$ cat src/rtl/core/caf_pkg.sv
`timescale 1ns / 1ps
// Shared types, constants and helper functions of the complementary attitude filter.
package caf_pkg;

  localparam int ANGLE_FRAC_BITS = 16;
  localparam int CORDIC_STEPS    = 16;
  localparam int COUNT_WIDTH     = 24;

  localparam int DT_W   = 25;
  localparam int BW_W   = 17;
  localparam int CFG_W  = 25;
  localparam int IDX_W  = 1;

  localparam logic [DT_W-1:0] DT_RESET   = 25'd83886;
  localparam logic [BW_W-1:0] BW_RESET   = 17'd64225;
  localparam logic [BW_W-1:0] WEIGHT_ONE = 17'd65536;

  localparam logic [IDX_W-1:0] REG_DT_STEP      = 1'b0;
  localparam logic [IDX_W-1:0] REG_BLEND_WEIGHT = 1'b1;

  localparam int SUM_W      = COUNT_WIDTH + 16;
  localparam int DVD_W      = SUM_W + 1;
  localparam int CTR_W      = $clog2(DVD_W + 1);
  localparam int SQRT_STEPS = 24;
  localparam int SQ_W       = 48;
  localparam int CW         = 28;
  localparam int CI_W       = $clog2(CORDIC_STEPS);
  localparam int MA_W       = 18;
  localparam int MB_W       = 33;
  localparam int P_W        = MA_W + MB_W;
  localparam int SAT_W      = P_W + 2;
  localparam int RATE_SHIFT = 28 - ANGLE_FRAC_BITS;
  localparam int RAD_FRAC   = 36;
  localparam longint unsigned DEG_PER_RAD_Q20 = 64'd60078979;

  localparam logic [31:0] NORM_LO = 32'd16777216;
  localparam logic [31:0] NORM_HI = 32'd150994944;
  localparam logic [COUNT_WIDTH-1:0] COUNT_MAX = '1;

  typedef enum logic [2:0] {
    OP_UPDATE       = 3'd0,
    OP_BIAS_SAMPLE  = 3'd1,
    OP_BIAS_APPLY   = 3'd2,
    OP_BIAS_CLEAR   = 3'd3,
    OP_RESET_ANGLES = 3'd4,
    OP_SET_YAW      = 3'd5
  } op_t;

  typedef struct packed {
    logic [2:0]          op;
    logic signed [15:0]  gyro_x;
    logic signed [15:0]  gyro_y;
    logic signed [15:0]  gyro_z;
    logic signed [15:0]  accel_x;
    logic signed [15:0]  accel_y;
    logic signed [15:0]  accel_z;
    logic signed [31:0]  yaw_init;
  } caf_in_t;

  typedef struct packed {
    logic signed [31:0] yaw_angle;
    logic signed [31:0] pitch_angle;
    logic signed [31:0] roll_angle;
    logic               is_started;
    logic               accel_used;
  } caf_out_t;

  typedef struct packed {
    logic             load;
    logic             rate;
    logic             norm;
    logic             gate;
    logic             sqrt;
    logic             pinit;
    logic             cordic;
    logic             blend;
    logic             misc;
    logic             dinit;
    logic             div;
    logic             dstore;
    logic             finish;
    logic [CTR_W-1:0] ctr;
    logic [1:0]       axis;
  } cmd_t;

  typedef struct packed {
    logic [2:0] op;
    logic       gate_ok;
    logic       count_zero;
    logic       out_free;
  } st_t;

  function automatic logic signed [31:0] sat32(input logic signed [SAT_W-1:0] v);
    logic signed [31:0] r;
    if (v[SAT_W-1]) begin
      r = (&v[SAT_W-2:31]) ? v[31:0] : 32'sh8000_0000;
    end else begin
      r = (|v[SAT_W-2:31]) ? 32'sh7FFF_FFFF : v[31:0];
    end
    return r;
  endfunction

  // long division of constants, shift and subtract
  function automatic longint unsigned const_div(input longint unsigned num,
                                                input longint unsigned den);
    longint unsigned q;
    longint unsigned r;
    q = 64'd0;
    r = 64'd0;
    for (int b = 63; b >= 0; b--) begin
      r = {r[62:0], num[b]};
      if (r >= den) begin
        r    = r - den;
        q[b] = 1'b1;
      end
    end
    return q;
  endfunction

  // atan(2^-i) in degrees, angle format, from a truncated series in Q36 radians
  function automatic logic [31:0] atan_step(input int i);
    longint unsigned rad;
    longint unsigned term;
    longint unsigned prod;
    int k;
    rad = 64'd0;
    if (i == 0) begin
      return 32'(45 << ANGLE_FRAC_BITS);
    end
    for (k = 0; i * (2 * k + 1) <= RAD_FRAC; k++) begin
      term = const_div(64'd1 << (RAD_FRAC - i * (2 * k + 1)), 64'(2 * k + 1));
      if (k[0]) begin
        rad = rad - term;
      end else begin
        rad = rad + term;
      end
    end
    prod = rad * DEG_PER_RAD_Q20;
    prod = prod + (64'd1 << (55 - ANGLE_FRAC_BITS));
    return 32'(prod >> (56 - ANGLE_FRAC_BITS));
  endfunction

endpackage

$ cat src/rtl/core/caf_ctrl.sv
`timescale 1ns / 1ps
// Sequencing state machine of the complementary attitude filter.
module caf_ctrl (
  input  logic          clk,
  input  logic          rst_n,
  input  logic          in_valid,
  output logic          in_ready,
  input  caf_pkg::st_t  st,
  output caf_pkg::cmd_t cmd
);

  typedef enum logic [12:0] {
    ST_IDLE   = 13'b0000000000001,
    ST_DECODE = 13'b0000000000010,
    ST_RATE   = 13'b0000000000100,
    ST_NORM   = 13'b0000000001000,
    ST_GATE   = 13'b0000000010000,
    ST_SQRT   = 13'b0000000100000,
    ST_PINIT  = 13'b0000001000000,
    ST_CORDIC = 13'b0000010000000,
    ST_BLEND  = 13'b0000100000000,
    ST_DINIT  = 13'b0001000000000,
    ST_DIV    = 13'b0010000000000,
    ST_DSTORE = 13'b0100000000000,
    ST_DONE   = 13'b1000000000000
  } state_t;

  state_t                    state_r, state_nxt;
  logic [caf_pkg::CTR_W-1:0] ctr_r, ctr_nxt;
  logic [1:0]                axis_r, axis_nxt;

  always_comb begin
    state_nxt = state_r;
    ctr_nxt   = ctr_r + caf_pkg::CTR_W'(1);
    axis_nxt  = axis_r;
    cmd       = '0;
    cmd.ctr   = ctr_r;
    cmd.axis  = axis_r;
    in_ready  = 1'b0;
    case (state_r)
      ST_IDLE: begin
        in_ready = 1'b1;
        ctr_nxt  = '0;
        if (in_valid) begin
          cmd.load  = 1'b1;
          state_nxt = ST_DECODE;
        end
      end
      ST_DECODE: begin
        ctr_nxt  = '0;
        axis_nxt = 2'd0;
        case (caf_pkg::op_t'(st.op))
          caf_pkg::OP_UPDATE: state_nxt = ST_RATE;
          caf_pkg::OP_BIAS_APPLY: state_nxt = st.count_zero ? ST_DONE : ST_DINIT;
          default: begin
            cmd.misc  = 1'b1;
            state_nxt = ST_DONE;
          end
        endcase
      end
      ST_RATE: begin
        cmd.rate = 1'b1;
        if (ctr_r == caf_pkg::CTR_W'(5)) begin
          ctr_nxt   = '0;
          state_nxt = ST_NORM;
        end
      end
      ST_NORM: begin
        cmd.norm = 1'b1;
        if (ctr_r == caf_pkg::CTR_W'(5)) begin
          ctr_nxt   = '0;
          state_nxt = ST_GATE;
        end
      end
      ST_GATE: begin
        cmd.gate  = 1'b1;
        ctr_nxt   = '0;
        state_nxt = st.gate_ok ? ST_SQRT : ST_DONE;
      end
      ST_SQRT: begin
        cmd.sqrt = 1'b1;
        if (ctr_r == caf_pkg::CTR_W'(caf_pkg::SQRT_STEPS - 1)) begin
          ctr_nxt   = '0;
          state_nxt = ST_PINIT;
        end
      end
      ST_PINIT: begin
        cmd.pinit = 1'b1;
        ctr_nxt   = '0;
        state_nxt = ST_CORDIC;
      end
      ST_CORDIC: begin
        cmd.cordic = 1'b1;
        if (ctr_r == caf_pkg::CTR_W'(caf_pkg::CORDIC_STEPS - 1)) begin
          ctr_nxt   = '0;
          state_nxt = ST_BLEND;
        end
      end
      ST_BLEND: begin
        cmd.blend = 1'b1;
        if (ctr_r == caf_pkg::CTR_W'(4)) begin
          state_nxt = ST_DONE;
        end
      end
      ST_DINIT: begin
        cmd.dinit = 1'b1;
        ctr_nxt   = '0;
        state_nxt = ST_DIV;
      end
      ST_DIV: begin
        cmd.div = 1'b1;
        if (ctr_r == caf_pkg::CTR_W'(caf_pkg::DVD_W - 1)) begin
          state_nxt = ST_DSTORE;
        end
      end
      ST_DSTORE: begin
        cmd.dstore = 1'b1;
        if (axis_r == 2'd2) begin
          state_nxt = ST_DONE;
        end else begin
          axis_nxt  = axis_r + 2'd1;
          state_nxt = ST_DINIT;
        end
      end
      ST_DONE: begin
        if (st.out_free) begin
          cmd.finish = 1'b1;
          state_nxt  = ST_IDLE;
        end
      end
      default: state_nxt = ST_IDLE;
    endcase
  end

  always_ff @(posedge clk) begin
    if (!rst_n) begin
      state_r <= ST_IDLE;
      ctr_r   <= '0;
      axis_r  <= 2'd0;
    end else begin
      state_r <= state_nxt;
      ctr_r   <= ctr_nxt;
      axis_r  <= axis_nxt;
    end
  end

  a_finish_free: assert property (@(posedge clk) disable iff (!rst_n)
    cmd.finish |-> st.out_free)
    else $error("result loaded while output register still full");

  a_accept_decode: assert property (@(posedge clk) disable iff (!rst_n)
    (in_valid && in_ready) |=> (state_r == ST_DECODE))
    else $error("transfer not followed by decode");

  a_cordic_bound: assert property (@(posedge clk) disable iff (!rst_n)
    (state_r == ST_CORDIC) |-> (ctr_r < caf_pkg::CTR_W'(caf_pkg::CORDIC_STEPS)))
    else $error("CORDIC step count overrun");

  a_axis_range: assert property (@(posedge clk) disable iff (!rst_n)
    axis_r != 2'd3)
    else $error("bias axis out of range");

endmodule

$ cat src/rtl/core/caf_dp.sv
`timescale 1ns / 1ps
// Datapath of the complementary attitude filter: shared multiplier, CORDIC, square root, divider.
module caf_dp (
  input  logic                        clk,
  input  logic                        rst_n,
  input  caf_pkg::caf_in_t            in_data,
  input  logic                        cfg_we,
  input  logic [caf_pkg::IDX_W-1:0]   cfg_index,
  input  logic [caf_pkg::CFG_W-1:0]   cfg_data,
  input  caf_pkg::cmd_t               cmd,
  output caf_pkg::st_t                st,
  output logic                        out_valid,
  input  logic                        out_ready,
  output caf_pkg::caf_out_t           out_data
);

  localparam int CW    = caf_pkg::CW;
  localparam int P_W   = caf_pkg::P_W;
  localparam int SAT_W = caf_pkg::SAT_W;
  localparam int SQ_W  = caf_pkg::SQ_W;
  localparam int NCW   = caf_pkg::COUNT_WIDTH;
  localparam int SUM_W = caf_pkg::SUM_W;
  localparam int DVD_W = caf_pkg::DVD_W;

  localparam logic signed [SAT_W-1:0] RATE_HALF  = SAT_W'(1) << (caf_pkg::RATE_SHIFT - 1);
  localparam logic signed [SAT_W-1:0] BLEND_HALF = SAT_W'(1) << 15;
  localparam logic signed [31:0]      ANG_HALF   = 32'sd180 <<< caf_pkg::ANGLE_FRAC_BITS;
  localparam logic [SQ_W-1:0]         SQ_BIT0    = SQ_W'(1) << (SQ_W - 2);

  // configuration and filter state
  logic [caf_pkg::DT_W-1:0]  dt_r;
  logic [caf_pkg::BW_W-1:0]  bw_r;
  logic signed [31:0]        yaw_r, pitch_r, roll_r;
  logic signed [15:0]        bias_r [3];
  logic signed [SUM_W-1:0]   sum_r [3];
  logic [NCW-1:0]            count_r;
  logic                      started_r;
  logic                      out_valid_r;

  // working registers
  caf_pkg::caf_in_t          in_r;
  caf_pkg::caf_out_t         out_r;
  logic                      used_r;
  logic signed [P_W-1:0]     prod_r, acc_r;
  logic signed [31:0]        roll_g_r, pitch_g_r, roll_a_r;
  logic [31:0]               n2_r, yz_r;
  logic signed [CW-1:0]      cx_r, cy_r;
  logic signed [31:0]        cz_r;
  logic [SQ_W-1:0]           sq_n_r, sq_root_r, sq_bit_r;
  logic [DVD_W-1:0]          dvd_r;
  logic [NCW-1:0]            rem_r;
  logic                      neg_r;

  logic [31:0] atan_tab [caf_pkg::CORDIC_STEPS];
  for (genvar k = 0; k < caf_pkg::CORDIC_STEPS; k++) begin : g_atan
    localparam logic [31:0] ATAN_K = caf_pkg::atan_step(k);
    assign atan_tab[k] = ATAN_K;
  end

  // shared multiplier operands
  logic signed [15:0]         g_sel, b_sel, a_sel;
  logic signed [16:0]         g_diff;
  logic [caf_pkg::BW_W-1:0]   w_eff, w_inv;
  logic signed [caf_pkg::MA_W-1:0] mul_a;
  logic signed [caf_pkg::MB_W-1:0] mul_b;
  logic signed [P_W-1:0]      prod_nxt;

  always_comb begin
    case (cmd.ctr[2:1])
      2'd0: begin g_sel = in_r.gyro_x; b_sel = bias_r[0]; a_sel = in_r.accel_y; end
      2'd1: begin g_sel = in_r.gyro_y; b_sel = bias_r[1]; a_sel = in_r.accel_z; end
      default: begin g_sel = in_r.gyro_z; b_sel = bias_r[2]; a_sel = in_r.accel_x; end
    endcase
    g_diff = 17'(g_sel) - 17'(b_sel);
    w_eff  = (bw_r > caf_pkg::WEIGHT_ONE) ? caf_pkg::WEIGHT_ONE : bw_r;
    w_inv  = caf_pkg::WEIGHT_ONE - w_eff;
    if (cmd.rate) begin
      mul_a = caf_pkg::MA_W'(g_diff);
      mul_b = $signed({8'd0, dt_r});
    end else if (cmd.norm) begin
      mul_a = caf_pkg::MA_W'(a_sel);
      mul_b = caf_pkg::MB_W'(a_sel);
    end else begin
      case (cmd.ctr[1:0])
        2'd0: begin mul_a = $signed({1'b0, w_eff}); mul_b = caf_pkg::MB_W'(roll_g_r); end
        2'd1: begin mul_a = $signed({1'b0, w_inv}); mul_b = caf_pkg::MB_W'(roll_a_r); end
        2'd2: begin mul_a = $signed({1'b0, w_eff}); mul_b = caf_pkg::MB_W'(pitch_g_r); end
        default: begin mul_a = $signed({1'b0, w_inv}); mul_b = caf_pkg::MB_W'(cz_r); end
      endcase
    end
  end

  assign prod_nxt = mul_a * mul_b;

  // rate integration and blend rounding
  logic signed [31:0]      ang_sel, ang_sat, blend_sat;
  logic signed [SAT_W-1:0] inc, ang_sum, blend_sum;

  always_comb begin
    case (cmd.ctr[2:1])
      2'd0:    ang_sel = roll_r;
      2'd1:    ang_sel = pitch_r;
      default: ang_sel = yaw_r;
    endcase
    inc       = (SAT_W'(prod_r) + RATE_HALF) >>> caf_pkg::RATE_SHIFT;
    ang_sum   = SAT_W'(ang_sel) + inc;
    ang_sat   = caf_pkg::sat32(ang_sum);
    blend_sum = (SAT_W'(acc_r) + SAT_W'(prod_r) + BLEND_HALF) >>> 16;
    blend_sat = caf_pkg::sat32(blend_sum);
  end

  // CORDIC start values and one rotation
  logic signed [CW-1:0] ci_x, ci_y, cn_x, cn_y;
  logic signed [31:0]   ci_z, cn_z;
  logic                 cord_run;

  always_comb begin
    if (cmd.pinit) begin
      ci_y = -(CW'(in_r.accel_x) <<< 8);
      ci_x = $signed(sq_root_r[CW-1:0]);
    end else begin
      ci_y = CW'(in_r.accel_y) <<< 8;
      ci_x = CW'(in_r.accel_z) <<< 8;
    end
    ci_z = 32'sd0;
    if (ci_x < 0) begin
      ci_z = (ci_y >= 0) ? ANG_HALF : -ANG_HALF;
      ci_x = -ci_x;
      ci_y = -ci_y;
    end
    cn_x = cx_r;
    cn_y = cy_r;
    cn_z = cz_r;
    if (cy_r != '0) begin
      if (!cy_r[CW-1]) begin
        cn_x = cx_r + (cy_r >>> cmd.ctr);
        cn_y = cy_r - (cx_r >>> cmd.ctr);
        cn_z = cz_r + $signed(atan_tab[cmd.ctr[caf_pkg::CI_W-1:0]]);
      end else begin
        cn_x = cx_r - (cy_r >>> cmd.ctr);
        cn_y = cy_r + (cx_r >>> cmd.ctr);
        cn_z = cz_r - $signed(atan_tab[cmd.ctr[caf_pkg::CI_W-1:0]]);
      end
    end
  end

  assign cord_run = cmd.cordic ||
                    (cmd.sqrt && (cmd.ctr < caf_pkg::CTR_W'(caf_pkg::CORDIC_STEPS)));

  // square root step
  logic [SQ_W-1:0] sq_t;
  assign sq_t = sq_root_r + sq_bit_r;

  // divider step, bias apply setup and store
  logic [NCW:0]           trial;
  logic                   q_bit;
  logic signed [SUM_W-1:0] sum_sel;
  logic [SUM_W-1:0]       mag;
  logic signed [15:0]     bias_q;

  always_comb begin
    trial = {rem_r, dvd_r[DVD_W-1]};
    q_bit = (trial >= {1'b0, count_r});
    case (cmd.axis)
      2'd0:    sum_sel = sum_r[0];
      2'd1:    sum_sel = sum_r[1];
      default: sum_sel = sum_r[2];
    endcase
    mag = sum_sel[SUM_W-1] ? SUM_W'(-sum_sel) : SUM_W'(sum_sel);
    if (neg_r) begin
      bias_q = (dvd_r > DVD_W'(32768)) ? 16'sh8000 : $signed(16'(~dvd_r[15:0] + 16'd1));
    end else begin
      bias_q = (dvd_r > DVD_W'(32767)) ? 16'sh7FFF : $signed(dvd_r[15:0]);
    end
  end

  // state registers
  always_ff @(posedge clk) begin
    if (!rst_n) begin
      dt_r        <= caf_pkg::DT_RESET;
      bw_r        <= caf_pkg::BW_RESET;
      yaw_r       <= '0;
      pitch_r     <= '0;
      roll_r      <= '0;
      count_r     <= '0;
      started_r   <= 1'b0;
      out_valid_r <= 1'b0;
      for (int j = 0; j < 3; j++) begin
        bias_r[j] <= '0;
        sum_r[j]  <= '0;
      end
    end else begin
      if (cfg_we) begin
        case (cfg_index)
          caf_pkg::REG_DT_STEP:      dt_r <= cfg_data[caf_pkg::DT_W-1:0];
          caf_pkg::REG_BLEND_WEIGHT: bw_r <= cfg_data[caf_pkg::BW_W-1:0];
          default: ;
        endcase
      end
      if (cmd.rate && cmd.ctr[0] && (cmd.ctr[2:1] == 2'd2)) begin
        yaw_r <= ang_sat;
      end
      if (cmd.gate) begin
        started_r <= 1'b1;
        if (!st.gate_ok) begin
          roll_r  <= roll_g_r;
          pitch_r <= pitch_g_r;
        end
      end
      if (cmd.blend && (cmd.ctr == caf_pkg::CTR_W'(2))) begin
        roll_r <= blend_sat;
      end
      if (cmd.blend && (cmd.ctr == caf_pkg::CTR_W'(4))) begin
        pitch_r <= blend_sat;
      end
      if (cmd.misc) begin
        case (caf_pkg::op_t'(in_r.op))
          caf_pkg::OP_BIAS_SAMPLE: begin
            if (count_r != caf_pkg::COUNT_MAX) begin
              sum_r[0] <= sum_r[0] + SUM_W'(in_r.gyro_x);
              sum_r[1] <= sum_r[1] + SUM_W'(in_r.gyro_y);
              sum_r[2] <= sum_r[2] + SUM_W'(in_r.gyro_z);
              count_r  <= count_r + NCW'(1);
            end
          end
          caf_pkg::OP_BIAS_CLEAR: begin
            for (int j = 0; j < 3; j++) begin
              sum_r[j] <= '0;
            end
            count_r <= '0;
          end
          caf_pkg::OP_RESET_ANGLES: begin
            yaw_r     <= '0;
            pitch_r   <= '0;
            roll_r    <= '0;
            started_r <= 1'b0;
          end
          caf_pkg::OP_SET_YAW: yaw_r <= in_r.yaw_init;
          default: ;
        endcase
      end
      if (cmd.dstore) begin
        case (cmd.axis)
          2'd0:    bias_r[0] <= bias_q;
          2'd1:    bias_r[1] <= bias_q;
          default: bias_r[2] <= bias_q;
        endcase
      end
      if (cmd.finish) begin
        out_valid_r <= 1'b1;
      end else if (out_ready) begin
        out_valid_r <= 1'b0;
      end
    end
  end

  // working registers
  always_ff @(posedge clk) begin
    prod_r <= prod_nxt;
    if (cmd.load) begin
      in_r   <= in_data;
      used_r <= 1'b0;
      n2_r   <= '0;
      yz_r   <= '0;
    end
    if (cmd.rate && cmd.ctr[0]) begin
      case (cmd.ctr[2:1])
        2'd0:    roll_g_r  <= ang_sat;
        2'd1:    pitch_g_r <= ang_sat;
        default: ;
      endcase
    end
    if (cmd.norm && cmd.ctr[0]) begin
      n2_r <= n2_r + prod_r[31:0];
      if (cmd.ctr[2:1] != 2'd2) begin
        yz_r <= yz_r + prod_r[31:0];
      end
    end
    if (cmd.gate && st.gate_ok) begin
      used_r    <= 1'b1;
      sq_n_r    <= {yz_r, 16'd0};
      sq_root_r <= '0;
      sq_bit_r  <= SQ_BIT0;
    end
    if (cmd.gate || cmd.pinit) begin
      cx_r <= ci_x;
      cy_r <= ci_y;
      cz_r <= ci_z;
    end else if (cord_run) begin
      cx_r <= cn_x;
      cy_r <= cn_y;
      cz_r <= cn_z;
    end
    if (cmd.pinit) begin
      roll_a_r <= cz_r;
    end
    if (cmd.sqrt) begin
      if (sq_n_r >= sq_t) begin
        sq_n_r    <= sq_n_r - sq_t;
        sq_root_r <= (sq_root_r >> 1) + sq_bit_r;
      end else begin
        sq_root_r <= sq_root_r >> 1;
      end
      sq_bit_r <= sq_bit_r >> 2;
    end
    if (cmd.blend && cmd.ctr[0]) begin
      acc_r <= prod_r;
    end
    if (cmd.dinit) begin
      neg_r <= sum_sel[SUM_W-1];
      dvd_r <= DVD_W'(mag) + DVD_W'(count_r >> 1);
      rem_r <= '0;
    end
    if (cmd.div) begin
      rem_r <= q_bit ? NCW'(trial - {1'b0, count_r}) : trial[NCW-1:0];
      dvd_r <= {dvd_r[DVD_W-2:0], q_bit};
    end
    if (cmd.finish) begin
      out_r.yaw_angle   <= yaw_r;
      out_r.pitch_angle <= pitch_r;
      out_r.roll_angle  <= roll_r;
      out_r.is_started  <= started_r;
      out_r.accel_used  <= used_r;
    end
  end

  assign st.op         = in_r.op;
  assign st.gate_ok    = (n2_r > caf_pkg::NORM_LO) && (n2_r < caf_pkg::NORM_HI);
  assign st.count_zero = (count_r == '0);
  assign st.out_free   = !out_valid_r || out_ready;
  assign out_valid     = out_valid_r;
  assign out_data      = out_r;

endmodule

$ cat src/rtl/core/complementary_attitude_filter.sv
`timescale 1ns / 1ps
// Top level of the six-axis complementary attitude filter.
// One item at a time; the next transfer is taken once the result sits in the output register.
// Update with accel blend: shared multiplier, 24-step root, then CORDIC_STEPS rotations;
// update gyro only skips the root and the rotations.
// Bias apply: one divide per axis, one quotient bit per cycle, none with no samples.
// Synchronous reset clears angles, bias state and started flag and loads default registers.
module complementary_attitude_filter (
  input  logic                        clk,
  input  logic                        rst_n,
  input  logic                        in_valid,
  output logic                        in_ready,
  input  caf_pkg::caf_in_t            in_data,
  output logic                        out_valid,
  input  logic                        out_ready,
  output caf_pkg::caf_out_t           out_data,
  input  logic                        cfg_we,
  input  logic [caf_pkg::IDX_W-1:0]   cfg_index,
  input  logic [caf_pkg::CFG_W-1:0]   cfg_data
);

  caf_pkg::cmd_t cmd;
  caf_pkg::st_t  st;

  caf_ctrl u_ctrl (
    .clk      (clk),
    .rst_n    (rst_n),
    .in_valid (in_valid),
    .in_ready (in_ready),
    .st       (st),
    .cmd      (cmd)
  );

  caf_dp u_dp (
    .clk       (clk),
    .rst_n     (rst_n),
    .in_data   (in_data),
    .cfg_we    (cfg_we),
    .cfg_index (cfg_index),
    .cfg_data  (cfg_data),
    .cmd       (cmd),
    .st        (st),
    .out_valid (out_valid),
    .out_ready (out_ready),
    .out_data  (out_data)
  );

endmodule
$ cat config.mk
export PLATFORM = sky130hd
export DESIGN_NAME = complementary_attitude_filter
export DESIGN_NICKNAME = d
export VERILOG_FILES = /design/src/rtl/core/caf_pkg.sv /design/src/rtl/core/caf_ctrl.sv /design/src/rtl/core/caf_dp.sv /design/src/rtl/core/complementary_attitude_filter.sv
export SDC_FILE = /design/constraint.sdc
export NUM_CORES = 2
export LEC_CHECK = 0
export ABC_AREA = 1
export ABC_CLOCK_PERIOD_IN_PS = 25900
export BUFFER_PORTS_ARGS = -buffer_cell sky130_fd_sc_hd__buf_4
export CELL_PAD_IN_SITES_DETAIL_PLACEMENT = 1
export CELL_PAD_IN_SITES_GLOBAL_PLACEMENT = 1
export CORE_AREA = 2 2 412 578
export DETAILED_ROUTE_END_ITERATION = 12
export DIE_AREA = 0 0 414 580
export GPL_TIMING_DRIVEN = 0
export HOLD_SLACK_MARGIN = 0.15
export PLACE_DENSITY = 0.88
export SLEW_MARGIN = 20
export SYNTH_ARGS = -nofsm -noshare
export SYNTH_HDL_FRONTEND = slang
export SYNTH_SLANG_ARGS = --single-unit
$ cat constraint.sdc
create_clock -name clk -period 25.9 [get_ports clk]
set_input_delay 3.885 -clock clk [delete_from_list [all_inputs] [get_ports clk]]
set_output_delay 3.885 -clock clk [all_outputs]
set_load 0.02 [all_outputs]
### After elaboration in Yosys (flattened, before gate mapping)

Memories as Yosys holds them, arrays and structs flattened.
Cells that the tools add are included.

* mux-type cells: 147
* $lt $le $gt $ge: 11
* shift-type cells: 2
* bitwise gates (word level): 12
* multiply operators: 1
* equal/unequal tests: 42
* reductions and logical operators: 44
* add/sub/neg operators: 30

Operators with widths (number)
* 32-bit two-way mux: 31
* 28-bit two-way mux: 12
* 48-bit two-way mux: 6
* 40-bit two-way mux: 7
* 13-bit case mux with 13 select lines: 1
* 13-bit two-way mux: 11
* 32-bit case mux with 2 select lines: 2
* 40-bit by 16-bit adder with 40-bit output: 3
* 33-bit case mux with 3 select lines: 1
* 32-bit adder: 3
* 16-bit two-way mux: 6
* 24-bit two-way mux: 4
* 16-bit case mux with 2 select lines: 3
* 45-bit two-way mux: 2
* 41-bit two-way mux: 2
* 40-bit case mux with 2 select lines: 1
* 33-bit two-way mux: 2
* 28-bit adder: 2
* 28-bit negation: 2
* 28-bit by 6-bit >>> shifter with 28-bit output: 2
* 28-bit subtractor: 2
* 53-bit by 17-bit adder with 53-bit output (second input constant): 1
* 51-bit by 13-bit adder with 52-bit output (second input constant): 1
* 51-bit by 51-bit adder with 52-bit output: 1
* 83 further kinds: 181

* output and inout port bits: 100
* word-level logic and storage cells: 334
* bits in read-only memories: 512
* memories: 3
* bits in writable memories: 168
* register bits after elaboration: 951

Memories
* (name not given): words 16, bits a word 32, rd ports 1, clocked after memory_dff 0, write ports 0, RTL line caf_dp.sv:138 `cn_z = cz_r + $signed(atan_tab[cmd.ctr[caf_pkg::CI_W-1:0]]);`
* u_dp.sum_r: words 3, bits a word 40, rd ports 3, clocked after memory_dff 0, write ports 3, RTL line caf_dp.sv:35 `logic signed [SUM_W-1:0] sum_r [3];`
* u_dp.bias_r: words 3, bits a word 16, rd ports 3, clocked after memory_dff 0, write ports 3, RTL line caf_dp.sv:34 `logic signed [15:0] bias_r [3];`

### Depth between registers and ports, before layout

* depth in word-level cells: 9
* mapped depth: 55

### Hierarchy

From an unflattened synthesis, not the netlist that was laid out.

* cells, all modules: 14586
* area total of the unflattened synthesis: 106352.0 µm²

Modules (own cells, without submodules)
* caf_dp: cells an instance 14364, area each 104871.8 µm², instances 1
* caf_ctrl: cells an instance 222, area each 1480.2 µm², instances 1

### Worst setup path after synthesis

OpenSTA, ideal clock, no wires.

* path type: input to register
* start: input in_valid
* end: register u_dp.n2_r[0], enable pin
* buffers on the path: 1
* required time: 25494 ps
* arrival: 12625 ps
* slack: 12869 ps
* cell stages on the path: 5
* library setup time: 406 ps
* path through: inv_1 -> nor2_1 -> clkinv_1 -> nand2_1 -> clkbuf_1

RTL lines
* start: declaration: RTL line complementary_attitude_filter.sv:11 `input logic in_valid,`
* end signal: assignment: RTL line caf_dp.sv:274 `n2_r <= n2_r + prod_r[31:0];`
* end: declaration: RTL line caf_dp.sv:46 `logic [31:0] n2_r, yz_r;`

### Final worst setup path

* start: register u_ctrl.ctr_r[1] in the netlist's numbering
* end: register u_dp.prod_r[48]

* word-level cells in the longest chain between the ends: 6

Ends and longest elaborated chain
* start: declaration: RTL line caf_ctrl.sv:29 `logic [caf_pkg::CTR_W-1:0] ctr_r, ctr_nxt;`
* start signal: assignment: RTL line caf_ctrl.sv:142 `ctr_r <= ctr_nxt;`
* branches (longest 5 deep; another with 16-bit by 16-bit subtractor with 17-bit output)
* 18-bit by 33-bit multiplier with 51-bit output (*): RTL line caf_dp.sv:93 `assign prod_nxt = mul_a * mul_b;`
* net u_dp.prod_nxt[48]: RTL line caf_dp.sv:66 `logic signed [P_W-1:0] prod_nxt;`
* end signal: assignment: RTL line caf_dp.sv:259 `prod_r <= prod_nxt;`
* end: declaration: RTL line caf_dp.sv:44 `logic signed [P_W-1:0] prod_r, acc_r;`

Mark *: on every way through the listed nets, which the timed path passes.
A chain may end at the register's enable or synchronous reset.

==> parameters.txt <==
Parameter                              Value

Status
  Run status ... complete, no violations

CTS
  Count of hold-fix buffers inserted at cts ... 0
  H-tree depth ... 3
  Clock buffers created by TritonCTS ... around 120
  Clk_lat worst skew ... approximately 0.83 ns
  Post-CTS repair timing setup buffer count ... 0
  CTS Root Cell ... sky130_fd_sc_hd__clkbuf_16
  Clock slew seen by the registers of the worst setup and hold paths ... 0.07 ns
  Bufs on Longest Clock Path ... 3
  Clock tree from TritonCTS ... yes
  Count of instances resized after the clock tree is built ... 0
  TritonCTS Sinks ... roughly 1100

Worst setup path
  Startpoint of the lowest-slack register-to-register path ... u_ctrl.ctr_r[1]
  Max stage delay cell, worst path ... sky130_fd_sc_hd__buf_1
  R2R setup slack ... 10.78 ns
  Beginning of the critical path ... u_ctrl.ctr_r[1]
  Buf/Inv on CP ... 11
  Required time worst endpoint ... between 20 and 30 ns
  Critical R2R Capture ... u_dp.prod_r[48]
  Critical path start-end classification ... register to register
  Worst-case reg-to-reg path depth ... 49
  Critical Path Sink Type ... register
  Cell family contributing the most delay on the critical path ... buffers and inverters
  Startpoint class of the critical path ... register
  Max incr delay on CP ... 0.91 ns
  CP max FO ... 10
  Critical Path Sink ... u_dp.prod_r[48]
  Path length in cells of the critical path ... 49
  Arrival @ worst endpoint ... 15.79 ns
  Most frequent cell on the critical path ... sky130_fd_sc_hd__nand2_1

Synthesis
  Yosys top cell by area ... sky130_fd_sc_hd__edfxtp_1
  Mux cell area share after synthesis ... 0.181%
  Fraction of synthesized cell area taken by the top area cell type ... 22.9%
  Netlist Area Pre-Place ... approximately 0.11 mm2
  Cells taking the most area after synthesis ... sky130_fd_sc_hd__edfxtp_1 (23%), sky130_fd_sc_hd__nand2_1 (12%), sky130_fd_sc_hd__fa_1 (11%)
  Share of the synthesized netlist area taken by xor and xnor gates ... 3.86%
  Syn Inst Count ... 14200
  Dominant synthesized flop cell ... sky130_fd_sc_hd__edfxtp_1
  Number of enable-type register cells in the synthesized netlist ... ~800
  Syn Area/Cell ... 7.38 um2
  Synthesized Nets ... 15600
  Count of distinct cell types in the synthesized netlist ... 78
  Post-Synth Adder-Cell Area ... 18.7%
  Flip-flop and latch count after synthesis ... 1119
  Warnings, synthesis ... 0
  Combinational family with the most area after synthesis ... simple AND/OR/NAND/NOR gates
  Compound-Gate Fraction of Synth Area ... 15.7%
  Post-Synth Simple-Gate Area ... 22.7%
  Sequential share of the synthesized area ... between 20% and 30%
  Post-synthesis async set-or-reset flop share ... 0%

Finish
  Commonest non-fill, non-tap cell in the layout ... sky130_fd_sc_hd__nand2_1
  FILL cells ... 30100
  Total number of nets in the final design ... 16100
  Design Area, Final ... 0.116 mm2
  Area taken by multi-input logic gates ... 0.0645 mm2
  Ratio of cells with drive above 1 in the final layout ... around 5.7%
  Total area of sequential cells ... a little over 0.03 mm2
  Area growth from synthesis to final layout ... 10.3%
  Commonest cells after routing, fill and taps aside ... sky130_fd_sc_hd__nand2_1 (3294), sky130_fd_sc_hd__inv_1 (2241), sky130_fd_sc_hd__nor2_1 (1227)

Floorplanning
  Number of top-level pins ... 262
  Row count ... 211
  Die Outline Area ... 0.240 mm2
  Die Y ... 580 um
  Starting utilization of the core area ... around 45%
  Width of the chip ... about 410 um
  Core footprint ... roughly 0.23 mm2

Timing
  Final-report max-slew violation count ... 0
  Period Utilization, post-route ... about three fifths
  Worst-Margin Slew ... ~1.3 ns
  Accumulated negative setup slack ... 0 ns
  Number of endpoints with negative hold slack in the final report ... 0
  Post-route clock skew ... 0.0467 ns
  Slack of the critical path ... about 11 ns
  Final critical path time including I/O delays and setup ... 15.12 ns
  Worst rel slew slack ... ~13%
  Unrepaired setup endpoints after global routing ... false
  Final setup vio count ... 0
  Top achievable clock speed ... 66.1 MHz

Global route
  GRT Util Overall ... 38.7%
  Number of antenna violations at the first check in global routing ... 56
  Number of global-route vias before repair ... 112000
  Global-route congestion overflow total ... 0
  Largest net degree at the start of global routing ... 49
  Wire length of the first global-routing pass ... 699 mm

Detailed routing
  DRC violation count after routing ... 0
  Pre-antenna DRT Iters ... 6
  Iteration-0 DRC count of the detailed router ... 9006
  Average wire per cell in the routed design ... about 27 um
  Vias ... approximately 110k
  Number of antenna-violating nets in the routed design ... 0
  Ratio of routed vias to standard cells ... around 6
  Post-detailed-routing wire length ... approximately 480 mm

Flow run
  Max-cap violations ... 0

Place
  Worst slack at placement ... 11.51 ns
  Port-buffer cells ... 260
  DP Area ... 0.112 mm2
  Post-detail-place hpwl ... 391 mm
  GPL Wtd Cong ... 1.06

Hold path
  Hold wc startpoint ... u_dp.yaw_r[31]
  Hold WC Path Type ... register to register
-- Yosys cell counts (all sizes together), types with 183 or more instances --
| master | n |
|---|---|
| nand2 | 3326 |
| inv | 2261 |
| nor2 | 1273 |
| a21oi | 1209 |
| o21ai | 1070 |
| edfxtp | 801 |
| ha | 660 |
| nand3 | 590 |
| fa | 571 |
| dfxtp | 318 |
| clkbuf | 303 |
| xor2 | 294 |
| nand4 | 183 |
-- area by class of cell --
class | instances | area share (%)
multi-input cells | 10400 | 55.6
flip-flops and latches | 1119 | 26.2
inverters | 2280 | 7.38
well taps | 3088 | 3.33
clock buffers | 144 | 2.80
repair buffers | 303 | 2.30
plain buffers | 432 | 1.59
clock inverters | 83 | 0.744
diodes | 21 | 0.0453
-- logic make-up (layout without fill, tap and decap cells) --
family / count (synthesis) / after routing
AOI/OAI and AO/OA: 2961 / 2961
xor gates and xnor gates: 463 / 463
adders and majority gates: 1231 / 1231
buffers and inverters: 2712 / 3242
DFF: 1119 / 1119
muxes: 19 / 19
other: 0 / 21
and+or+nand+nor: 5738 / 5738
-- registers in the layout (all words and copies together) (netlist names), 32 cells and up --
signal	cells
u_dp.sq_n_r	48
u_dp.roll_g_r	32
u_dp.bias_r	48
u_dp.sq_root_r	48
u_dp.n2_r	32
u_dp.in_r	128
u_dp.yz_r	32
u_dp.pitch_g_r	32
u_dp.roll_a_r	32
u_dp.prod_r	51
u_dp.sum_r	120
u_dp.yaw_r	32
u_dp.acc_r	51
u_dp.cz_r	32
u_dp.roll_r	32
u_dp.pitch_r	32
u_dp.dvd_r	41
u_dp.out_data	98
-- layer usage --
metal	vias to the layer above	global-route usage (%)	routed length, um
li1	47700	-	-
met1	52000	40.0	162000
met2	4681	65.1	225000
met3	1938	8.36	35800
met4	40	37.1	55100
met5	-	0.0798	267
-- metrics by stage --
stage,util [%],instances,hold slack [ns]
3_3_place_gp,47.2,17600,0.426
4_1_cts,49.3,17900,0.448
5_1_grt,49.4,17900,0.459
3_5_place_dp,47.6,17600,0.440
6_report,49.4,17900,0.458
2_1_floorplan,-,14200,0.408
-- worst min path at each step --
stage                   endpoint  slack, ns  cells after the start
6_report       u_dp.out_data[97]       0.46                      0
5_1_grt        u_dp.out_data[97]       0.46                      0
4_1_cts        u_dp.out_data[97]       0.45                      0
3_5_place_dp    u_dp.out_data[1]       0.44                      0
3_3_place_gp   u_dp.out_data[97]       0.43                      0
2_1_floorplan  u_dp.out_data[65]       0.41                      0
Power is not shown: default switching activity piles up to over one toggle a cycle in this logic, so the estimate is an artifact.
